==> src/bmcd_pkg.sv <==
`timescale 1ns / 1ps
// ----------------------------------------------------------------------------
// bmcd_pkg
// Shared constants and types for the multi-click button detector.
// ----------------------------------------------------------------------------
package bmcd_pkg;

  localparam int NUM_BUTTONS   = 3;
  localparam int HISTORY_DEPTH = 6;
  localparam int STAMP_W       = 32;
  localparam int ADDR_W        = 3;
  localparam int DATA_W        = 32;

  // event kinds held in the per-button history
  localparam logic [1:0] KIND_NONE    = 2'd0;
  localparam logic [1:0] KIND_PRESS   = 2'd1;
  localparam logic [1:0] KIND_RELEASE = 2'd2;

  // history slots checked after the push
  localparam int DOUBLE_BACK = 2;
  localparam int TRIPLE_BACK = 4;

  // register indexes (paddr[2])
  localparam logic REG_WINDOW = 1'b0;
  localparam logic REG_HOLD   = 1'b1;

  localparam logic [STAMP_W-1:0] WINDOW_RESET = 32'd100;
  localparam logic [STAMP_W-1:0] HOLD_RESET   = 32'd200;

  typedef struct packed {
    logic [STAMP_W-1:0] window;
    logic [STAMP_W-1:0] threshold;
  } bmcd_cfg_t;

  typedef struct packed {
    logic clicked;
    logic released;
    logic double_click;
    logic triple_click;
    logic held;
  } bmcd_lane_res_t;

endpackage

==> src/bmcd_if.sv <==
`timescale 1ns / 1ps
// ----------------------------------------------------------------------------
// bmcd_in_if / bmcd_out_if
// Valid/ready channels for sample ticks and detector results.
// ----------------------------------------------------------------------------
interface bmcd_in_if import bmcd_pkg::*; ();
  logic                   valid;
  logic                   ready;
  logic [NUM_BUTTONS-1:0] pressed_mask;

  modport source (output valid, output pressed_mask, input ready);
  modport sink   (input valid, input pressed_mask, output ready);
endinterface

interface bmcd_out_if import bmcd_pkg::*; ();
  logic                   valid;
  logic                   ready;
  logic [NUM_BUTTONS-1:0] clicked_mask;
  logic [NUM_BUTTONS-1:0] released_mask;
  logic [NUM_BUTTONS-1:0] double_click_mask;
  logic [NUM_BUTTONS-1:0] triple_click_mask;
  logic [NUM_BUTTONS-1:0] held_mask;

  modport source (output valid, output clicked_mask, output released_mask,
                  output double_click_mask, output triple_click_mask,
                  output held_mask, input ready);
  modport sink   (input valid, input clicked_mask, input released_mask,
                  input double_click_mask, input triple_click_mask,
                  input held_mask, output ready);
endinterface

==> src/button_multi_click_detector_core.sv <==
`timescale 1ns / 1ps
// Output: a sample beat's result is registered when the beat is accepted and appears in the next cycle.
// Throughput: one sample beat per cycle; the single output register stalls
//   the input only while a result waits and the sink holds ready low.
// Reset (rst, synchronous): clears levels, history kinds and the tick counter,
//   and loads multi_click_window = 100, hold_threshold = 200.
// ----------------------------------------------------------------------------
// button_multi_click_detector_core
// Per-button click, double/triple click and hold detection, one lane a button.
// ----------------------------------------------------------------------------
module button_multi_click_detector_core import bmcd_pkg::*; (
  input  logic              clk,
  input  logic              rst,
  bmcd_in_if.sink           in_ch,
  bmcd_out_if.source        out_ch,
  input  logic              psel,
  input  logic              penable,
  input  logic              pwrite,
  input  logic [ADDR_W-1:0] paddr,
  input  logic [DATA_W-1:0] pwdata,
  output logic [DATA_W-1:0] prdata,
  output logic              pready
);

  bmcd_cfg_t          cfg;
  logic [STAMP_W-1:0] tick_counter;
  logic               accept;
  bmcd_lane_res_t     lane_res [NUM_BUTTONS];

  assign pready = 1'b1;

  always_ff @(posedge clk) begin
    if (rst) begin
      cfg.window    <= WINDOW_RESET;
      cfg.threshold <= HOLD_RESET;
    end else if (psel && penable && pwrite) begin
      unique case (paddr[2])
        REG_WINDOW: cfg.window    <= pwdata;
        REG_HOLD:   cfg.threshold <= pwdata;
        default:    ;
      endcase
    end
  end

  always_comb begin
    unique case (paddr[2])
      REG_WINDOW: prdata = cfg.window;
      REG_HOLD:   prdata = cfg.threshold;
      default:    prdata = '0;
    endcase
  end

  // advance once per accepted sample beat
  always_ff @(posedge clk) begin
    if (rst) begin
      tick_counter <= '0;
    end else if (accept) begin
      tick_counter <= tick_counter + 1'b1;
    end
  end

  for (genvar b = 0; b < NUM_BUTTONS; b++) begin : g_lane
    bmcd_lane u_lane (
      .clk    (clk),
      .rst    (rst),
      .accept (accept),
      .now    (in_ch.pressed_mask[b]),
      .tick   (tick_counter),
      .cfg    (cfg),
      .res    (lane_res[b])
    );
  end

  bmcd_merge u_merge (
    .clk      (clk),
    .rst      (rst),
    .in_ch    (in_ch),
    .out_ch   (out_ch),
    .lane_res (lane_res),
    .accept   (accept)
  );

endmodule

==> src/bmcd_lane.sv <==
`timescale 1ns / 1ps
// ----------------------------------------------------------------------------
// bmcd_lane
// Per-button edge detector, event history and click/hold checks.
// ----------------------------------------------------------------------------
module bmcd_lane import bmcd_pkg::*; (
  input  logic               clk,
  input  logic               rst,
  input  logic               accept,
  input  logic               now,
  input  logic [STAMP_W-1:0] tick,
  input  bmcd_cfg_t          cfg,
  output bmcd_lane_res_t     res
);

  logic               pressed_before;
  logic [1:0]         kind  [HISTORY_DEPTH];
  logic [STAMP_W-1:0] stamp [HISTORY_DEPTH];

  logic               rise;
  logic               fall;
  logic               push;
  logic [1:0]         kind0;
  logic [STAMP_W-1:0] stamp0;
  logic [1:0]         kind2;
  logic [STAMP_W-1:0] stamp2;
  logic [1:0]         kind4;
  logic [STAMP_W-1:0] stamp4;
  logic [STAMP_W-1:0] age0;
  logic [STAMP_W-1:0] age2;
  logic [STAMP_W-1:0] age4;
  logic               dbl;

  assign rise = now & ~pressed_before;
  assign fall = ~now & pressed_before;
  assign push = rise | fall;

  // history as it stands after this tick's push
  always_comb begin
    if (push) begin
      kind0  = rise ? KIND_PRESS : KIND_RELEASE;
      stamp0 = tick;
      kind2  = kind[DOUBLE_BACK-1];
      stamp2 = stamp[DOUBLE_BACK-1];
      kind4  = kind[TRIPLE_BACK-1];
      stamp4 = stamp[TRIPLE_BACK-1];
    end else begin
      kind0  = kind[0];
      stamp0 = stamp[0];
      kind2  = kind[DOUBLE_BACK];
      stamp2 = stamp[DOUBLE_BACK];
      kind4  = kind[TRIPLE_BACK];
      stamp4 = stamp[TRIPLE_BACK];
    end
  end

  // ages wrap modulo 2^32
  assign age0 = tick - stamp0;
  assign age2 = tick - stamp2;
  assign age4 = tick - stamp4;

  assign dbl = rise && (kind2 == KIND_PRESS) && (age2 <= cfg.window);

  assign res.clicked      = rise;
  assign res.released     = fall;
  assign res.double_click = dbl;
  assign res.triple_click = dbl && (kind4 == KIND_PRESS) && (age4 <= cfg.window);
  assign res.held         = (kind0 == KIND_PRESS) && (age0 >= cfg.threshold);

  always_ff @(posedge clk) begin
    if (rst) begin
      pressed_before <= 1'b0;
      for (int i = 0; i < HISTORY_DEPTH; i++) begin
        kind[i] <= KIND_NONE;
      end
    end else if (accept) begin
      pressed_before <= now;
      if (push) begin
        kind[0] <= kind0;
        for (int i = 1; i < HISTORY_DEPTH; i++) begin
          kind[i] <= kind[i-1];
        end
      end
    end
  end

  // stamps only matter once their kind slot has been written
  always_ff @(posedge clk) begin
    if (accept && push) begin
      stamp[0] <= tick;
      for (int i = 1; i < HISTORY_DEPTH; i++) begin
        stamp[i] <= stamp[i-1];
      end
    end
  end

  a_triple_needs_double: assert property (@(posedge clk) disable iff (rst)
    res.triple_click |-> res.double_click)
    else $error("triple click without double click");

  a_double_needs_click: assert property (@(posedge clk) disable iff (rst)
    res.double_click |-> res.clicked)
    else $error("double click without press edge");

  a_level_tracks: assert property (@(posedge clk) disable iff (rst)
    accept |=> pressed_before == $past(now))
    else $error("previous level not updated on beat");

  a_press_recorded: assert property (@(posedge clk) disable iff (rst)
    (accept && rise) |=> (kind[0] == KIND_PRESS) && (stamp[0] == $past(tick)))
    else $error("press not pushed into history");

endmodule

==> src/bmcd_merge.sv <==
`timescale 1ns / 1ps
// ----------------------------------------------------------------------------
// bmcd_merge
// Gathers lane results into masks and holds them in the output register.
// ----------------------------------------------------------------------------
module bmcd_merge import bmcd_pkg::*; (
  input  logic            clk,
  input  logic            rst,
  bmcd_in_if.sink         in_ch,
  bmcd_out_if.source      out_ch,
  input  bmcd_lane_res_t  lane_res [NUM_BUTTONS],
  output logic            accept
);

  logic                   out_valid;
  logic [NUM_BUTTONS-1:0] clicked_mask;
  logic [NUM_BUTTONS-1:0] released_mask;
  logic [NUM_BUTTONS-1:0] double_click_mask;
  logic [NUM_BUTTONS-1:0] triple_click_mask;
  logic [NUM_BUTTONS-1:0] held_mask;

  // take a new beat whenever the output register is empty or draining
  assign in_ch.ready = ~out_valid | out_ch.ready;
  assign accept      = in_ch.valid & in_ch.ready;

  always_ff @(posedge clk) begin
    if (rst) begin
      out_valid <= 1'b0;
    end else if (accept) begin
      out_valid <= 1'b1;
    end else if (out_ch.ready) begin
      out_valid <= 1'b0;
    end
  end

  always_ff @(posedge clk) begin
    if (accept) begin
      for (int b = 0; b < NUM_BUTTONS; b++) begin
        clicked_mask[b]      <= lane_res[b].clicked;
        released_mask[b]     <= lane_res[b].released;
        double_click_mask[b] <= lane_res[b].double_click;
        triple_click_mask[b] <= lane_res[b].triple_click;
        held_mask[b]         <= lane_res[b].held;
      end
    end
  end

  assign out_ch.valid             = out_valid;
  assign out_ch.clicked_mask      = clicked_mask;
  assign out_ch.released_mask     = released_mask;
  assign out_ch.double_click_mask = double_click_mask;
  assign out_ch.triple_click_mask = triple_click_mask;
  assign out_ch.held_mask         = held_mask;

endmodule
==> src/flat_wrapper.sv <==
// flat-port wrapper written by rule: the top's interface ports become plain ports
module button_multi_click_detector_core_flat import bmcd_pkg::*;
  (clk, rst, psel, penable, pwrite, paddr, pwdata, prdata, pready, in_ch_valid, in_ch_pressed_mask, in_ch_ready, out_ch_valid, out_ch_clicked_mask, out_ch_released_mask, out_ch_double_click_mask, out_ch_triple_click_mask, out_ch_held_mask, out_ch_ready);
  bmcd_in_if in_ch_i ();
  bmcd_out_if out_ch_i ();
  input  logic clk;
  input  logic rst;
  input  logic psel;
  input  logic penable;
  input  logic pwrite;
  input  logic [ADDR_W-1:0] paddr;
  input  logic [DATA_W-1:0] pwdata;
  output logic [DATA_W-1:0] prdata;
  output logic pready;
  input wire logic [$bits(in_ch_i.valid)-1:0] in_ch_valid;
  input wire logic [$bits(in_ch_i.pressed_mask)-1:0] in_ch_pressed_mask;
  output wire logic [$bits(in_ch_i.ready)-1:0] in_ch_ready;
  output wire logic [$bits(out_ch_i.valid)-1:0] out_ch_valid;
  output wire logic [$bits(out_ch_i.clicked_mask)-1:0] out_ch_clicked_mask;
  output wire logic [$bits(out_ch_i.released_mask)-1:0] out_ch_released_mask;
  output wire logic [$bits(out_ch_i.double_click_mask)-1:0] out_ch_double_click_mask;
  output wire logic [$bits(out_ch_i.triple_click_mask)-1:0] out_ch_triple_click_mask;
  output wire logic [$bits(out_ch_i.held_mask)-1:0] out_ch_held_mask;
  input wire logic [$bits(out_ch_i.ready)-1:0] out_ch_ready;
  assign in_ch_i.valid = in_ch_valid;
  assign in_ch_i.pressed_mask = in_ch_pressed_mask;
  assign in_ch_ready = in_ch_i.ready;
  assign out_ch_valid = out_ch_i.valid;
  assign out_ch_clicked_mask = out_ch_i.clicked_mask;
  assign out_ch_released_mask = out_ch_i.released_mask;
  assign out_ch_double_click_mask = out_ch_i.double_click_mask;
  assign out_ch_triple_click_mask = out_ch_i.triple_click_mask;
  assign out_ch_held_mask = out_ch_i.held_mask;
  assign out_ch_i.ready = out_ch_ready;
  button_multi_click_detector_core u_core (.clk(clk), .rst(rst), .in_ch(in_ch_i), .out_ch(out_ch_i), .psel(psel), .penable(penable), .pwrite(pwrite), .paddr(paddr), .pwdata(pwdata), .prdata(prdata), .pready(pready));
endmodule
==> config.mk <==
export PLATFORM = sky130hd
export DESIGN_NAME = button_multi_click_detector_core_flat
export DESIGN_NICKNAME = d
export VERILOG_FILES = /design/src/bmcd_pkg.sv /design/src/bmcd_if.sv /design/src/button_multi_click_detector_core.sv /design/src/bmcd_lane.sv /design/src/bmcd_merge.sv /design/src/flat_wrapper.sv
export SDC_FILE = /design/constraint.sdc
export NUM_CORES = 2
export LEC_CHECK = 0
export ABC_AREA = 1
export BUFFER_PORTS_ARGS = -buffer_cell sky130_fd_sc_hd__buf_2
export CAP_MARGIN = 10
export CORE_UTILIZATION = 55
export CTS_BUF_LIST = sky130_fd_sc_hd__clkbuf_4 sky130_fd_sc_hd__clkbuf_8
export DETAILED_ROUTE_END_ITERATION = 6
export GPL_ROUTABILITY_DRIVEN = 0
export PLACE_DENSITY = 0.71
export SETUP_SLACK_MARGIN = 0.15
export SLEW_MARGIN = 15
export SYNTH_ARGS = -nofsm -noshare
export SYNTH_HDL_FRONTEND = slang
export SYNTH_SLANG_ARGS = --single-unit
==> constraint.sdc <==
create_clock -name clk -period 12.7 [get_ports clk]
set_clock_uncertainty 0.2 [all_clocks]
set_input_delay 0.635 -clock clk [delete_from_list [all_inputs] [get_ports clk]]
set_output_delay 0.635 -clock clk [all_outputs]
set_load 0.005 [all_outputs]
# == Yosys cells after proc, flatten, opt, wreduce, memory -nomap -nowiden ==
# Memories as Yosys holds them, arrays and structs flattened.
# Index checks and enable logic that the tools add are counted.
# word_totals
register_bits,115
latch_bits,0
mem_bits_rw,612
rom_bits,0
in_bits,45
out_inout_bits,50
elab_cells,168
memories,6
# memory_table
memory,words,word_bits,read_ports,rd_ports_with_merged_regs,wr,line,text
u_core.g_lane[0].u_lane.stamp,6,32,5,0,6,bmcd_lane.sv:18,logic [STAMP_W-1:0] stamp [HISTORY_DEPTH];
u_core.g_lane[1].u_lane.stamp,6,32,5,0,6,bmcd_lane.sv:18,
u_core.g_lane[2].u_lane.stamp,6,32,5,0,6,bmcd_lane.sv:18,
u_core.g_lane[0].u_lane.kind,6,2,5,0,6,bmcd_lane.sv:17,logic [1:0] kind [HISTORY_DEPTH];
u_core.g_lane[1].u_lane.kind,6,2,5,0,6,bmcd_lane.sv:17,
u_core.g_lane[2].u_lane.kind,6,2,5,0,6,bmcd_lane.sv:17,
# op_classes
add_sub_neg,10
n_mul,0
div,0
magnitude_cmp,9
eq_ne,9
n_shift,0
n_mux,62
bitwise_logic,37
n_reduce_logical,23
# ops
op,n
$mux W32,9
$sub A32 B32 Y32,9
$le A32 B32 Y1,6
$ge A32 B32 Y1,3
$pmux W32 S2,1
$mux W2,30
$add A32 B1 Y32 const B,1
$mux W1,22
$or A1 B1 Y1,22
$logic_and A1 B1 Y1,20
$eq A2 B1 Y1 const B,9
$not A1 Y1,8
$and A1 B1 Y1,7
$reduce_and A2 Y1,2
$reduce_bool A2 Y1,1

# == Depth between registers and ports, before layout ==
# depth
depth_word,9
ltp_mapped,31
mapped_depth_nobuf,29

# == Cells and area by module ==
# A second synthesis with hierarchy kept.
# unflattened
cells_unflattened,5876
area_unflattened_um2,47964.8
# by_module_without_submodules
mod,n_inst,cells_per_inst,area_each_um2,seq_area_each_um2
bmcd_lane (u_core.g_lane[1].u_lane),1,1736,14397.6,5124.9
bmcd_lane (u_core.g_lane[2].u_lane),1,1721,14352.5,5124.9
bmcd_lane (u_core.g_lane[0].u_lane),1,1738,14350.0,5124.9
button_multi_click_detector_core,1,660,4366.7,1921.8
bmcd_merge,1,21,498.0,470.5

# == Least setup slack after synthesis ==
# No wires, ideal clock.
# synth_timing
path_type,input to register
from,input in_ch_pressed_mask[0]
to,"memory u_core.g_lane[0].u_lane.kind[0][1], data pin"
setup_ns,0.197
arrival_time_ns,9.655
required_time_ns,12.303
slack_ns,2.648
path_stages,7
path_buffers,2
cell_sequence,inv_1 > ha_1 > clkbuf_1 > buf_2 > nor2_1 > nand2_1 > nor2_1
# synth_rtl
item,line,text
from (decl),flat_wrapper.sv:16,input wire logic [$bits(in_ch_i.pressed_mask)-1:0] in_ch_pressed_mask;
to (decl),bmcd_lane.sv:17,

==> impl_metrics.py <==
metrics = {
    "outcome": {
        "outcome": "finished, final reports clean",
    },
    "worst_setup_path": {
        "cpPeakStageDelay_ns": 0.74,
        "critPathLaunchType": "primary input",
        "end_kind": "flip-flop",
        "worstSetupPathType": "in2reg",
        "crit_fanout": 42,
        "critPathBufInv": 4,
        "required_ns": 13.04,
        "critical-path-slowest-cell": "ha_4",
        "cp_common_cell": "nand2_1",
        "crit_arrival_ns": 6.37,
        "path_delay_family": "simple AND/OR/NAND/NOR gates",
    },
    "detailed_routing": {
        "first_pass_iters": 6,
        "wl_per_cell_um": 22.7,
        "wirelength_mm": 163,
        "vias": 42900,
        "route.detailed.drc": 0,
        "drtIter0Drc": 5003,
        "final_antenna_net_count": 0,
        "viasPerCell": 5.97,
    },
    "timing": {
        "fin_setup_tns_ns": 0,
        "slew_violations": 0,
        "min_period_ns": 6.04,
        "hold_viol_final": 0,
        "rsz0062_at_grt": "no",
        "setup_viol": 0,
        "relSlewSlack_pct": 18.3,
        "timing.fmax_ghz": 0.166,
        "tightestPinTransition_ns": 1.22,
        "fin_crit_sh_pct": 47.5,
    },
    "global_routing": {
        "antenna_found_initial": 4,
        "grt_pass1_vias": 39000,
        "grt_use_total_pct": 37.1,
        "grt_max_degree": 163,
        "grt-ovfl-total": 0,
        "grt_pass1_wl_mm": 237,
    },
    "cts": {
        "cts_buffers": 105,
        "cts_tree": "yes",
        "cts_setup_buffers": 0,
        "cts.path.max_buffers": 3,
        "clkSinkCount": 625,
        "root_buffer": "clkbuf_8",
        "clk_latency_ns": 0.78,
        "cts_resized": 0,
        "hold_buffers": 35,
        "htree_levels": 3,
        "clk_pin_slew_ns": 0.06,
    },
    "synth": {
        "synth_flop_cell": "edfxtp_1",
        "yosysWarnings": 0,
        "syn_nets": 6363,
        "async_reset_ff_share_pct": 0,
        "syn-instance-count": 5735,
        "synth.avg_cell_area_um2": 8.18,
        "synth_edf_count": 525,
        "synthDistinctLibCells": 50,
        "ys_seq_elements": 625,
        "synth_area_mm2": 0.0469,
        "ys_seq_area_share_pct": 37.9,
    },
    "placement": {
        "hpwl_mm": 121,
        "io_buffers": 91,
    },
    "power_and_ir_drop": {
        "cellLeakagePower_nw": 23.7,
        "vdd.ir_drop.worst_v": 0.000109,
        "p_per_area_mw_per_mm2": 115,
        "total_power_mw": 5.97,
    },
    "cells_and_area": {
        "layout_common_cells": "1,454 x nand2_1, 596 x a21oi_1, 571 x ha_1, 537 x nor2_1, 525 x edfxtp_1",
        "area_growth_pct": 10.2,
        "nets": 6570,
        "layout-drive-gt1-share_pct": 6.38,
        "final_util_pct": 61.5,
        "fillCellCount": 7455,
        "mostFrequentLayoutCell": "nand2_1",
    },
    "hold_path": {
        "hold_path_class": "in2reg",
    },
    "floorplan": {
        "die-area_mm2": 0.0865,
        "io_pins": 95,
        "rows": 106,
        "core_area_mm2": 0.0841,
        "start_util_pct": 55.8,
        "die_w_um": 294,
        "die_h_um": 294,
    },
    "run": {
        "maxCapViolations": 0,
    },
}
area by class of cell:
type | instances | area [um2] | share of cell area, %
Antenna cell | 10 | 25.0 | 0.0484
Clock buffer | 152 | 1900 | 3.68
Clock inverter | 46 | 527 | 1.02
Inverter | 483 | 1810 | 3.50
Multi-Input combinational cell | 4545 | 27000 | 52.3
Sequential cell | 625 | 17800 | 34.3
Tap cell | 1134 | 1420 | 2.74
Timing Repair Buffer | 182 | 1240 | 2.39
synthesized netlist by cell type (all sizes together), types with 8 or more instances:
| master | count | area, um2 |
|---|---|---|
| clkbuf | 31 | 116 |
| nand2 | 1463 | 5520 |
| nor2 | 548 | 2090 |
| a21boi | 8 | 60.1 |
| edfxtp | 525 | 15800 |
| o21bai | 20 | 150 |
| mux2i | 186 | 1860 |
| o21ai | 427 | 2170 |
| xor2 | 164 | 1440 |
| xnor2 | 33 | 289 |
| inv | 483 | 1810 |
| a21o | 35 | 263 |
| dfxtp | 100 | 2000 |
| fa | 9 | 180 |
| buf | 51 | 254 |
| ha | 574 | 7180 |
| nand3b | 32 | 240 |
| nor4 | 24 | 150 |
| a21oi | 602 | 3040 |
| o21a | 28 | 210 |
| nand4 | 52 | 332 |
| nand3 | 215 | 1080 |
| nor3 | 96 | 516 |
worst min-delay path, stage by stage:
cell and delay [ns]:
buf_2 0.21, o21ai_0 0.18, a21oi_1 0.06
metrics by stage:
stage	hold WS (ns)	area (um2)	setup slack, ns	instances
floorplan	0.221	46900	2.65	5735
global placement	0.225	48900	6.55	6934
detailed placement	0.229	48900	6.59	6934
CTS	0.0958	51700	6.86	7167
global route	0.137	51700	6.33	7168
finish	0.162	51700	6.66	7177
flip-flops by register name, indices dropped and copies added, names as in the netlist, 3 cells and up:
signal                                   flops
u_core.tick_counter                         32
u_core.u_merge.out_ch.triple_click_mask      3
u_core.g_lane.u_lane.stamp                 480
u_core.g_lane.u_lane.pressed_before          3
u_core.u_merge.out_ch.double_click_mask      3
u_core.cfg                                  64
u_core.u_merge.out_ch.held_mask              3
u_core.g_lane.u_lane.kind                   30
u_core.u_merge.out_ch.released_mask          3
u_core.u_merge.out_ch.clicked_mask           3
power breakdown:
part / internal, mW / leakage (nW) / total, mW / switching (mW)
logic: 0.507 / 16.6 / 1.48 / 0.968
clock network: 1.16 / 1.27 / 2.05 / 0.890
registers: 2.36 / 5.85 / 2.44 / 0.0729
total: 4.04 / 23.7 / 5.97 / 1.93
metal layers:
metal / track usage, % / vias to the layer above / routed length, um
li1: - / 20300 / -
met1: 49.5 / 19500 / 65300
met2: 51.4 / 2495 / 63100
met3: 11.9 / 527 / 22400
met4: 23.0 / 4 / 11600
met5: 2.21 / - / 275
cells by family after synthesis:
kind of cell / Yosys count / share of synthesized area [%]
xor+xnor: 197 / 3.68
simple gates: 2443 / 21.3
fa+ha+maj: 583 / 15.7
compound gates: 1135 / 12.8
buf+inv: 565 / 4.65
other cells: 1 / 0.00799
mux: 186 / 3.97
flops: 625 / 37.9
final timing paths:
| kind | startpoint | end | slack [ns] | depth (start not counted) |
|---|---|---|---|---|
| max | in_ch_pressed_mask[0] | u_core.u_merge.out_ch.triple_click_mask[0]$_DFFE_PP_ | 6.66 | 25 |
| min | pwdata[31] | u_core.cfg[31]$_SDFFE_PP0P_ | 0.16 | 3 |
| max reg2reg | u_core.g_lane[0].u_lane.pressed_before$_SDFFE_PP0P_ | u_core.u_merge.out_ch.triple_click_mask[0]$_DFFE_PP_ | 6.91 | 22 |
| min reg2reg | u_core.g_lane[1].u_lane.stamp[3][11]$_DFFE_PP_ | u_core.g_lane[1].u_lane.stamp[4][11]$_DFFE_PP_ | 0.21 | 0 |
Power figures use the tool's default switching activity.
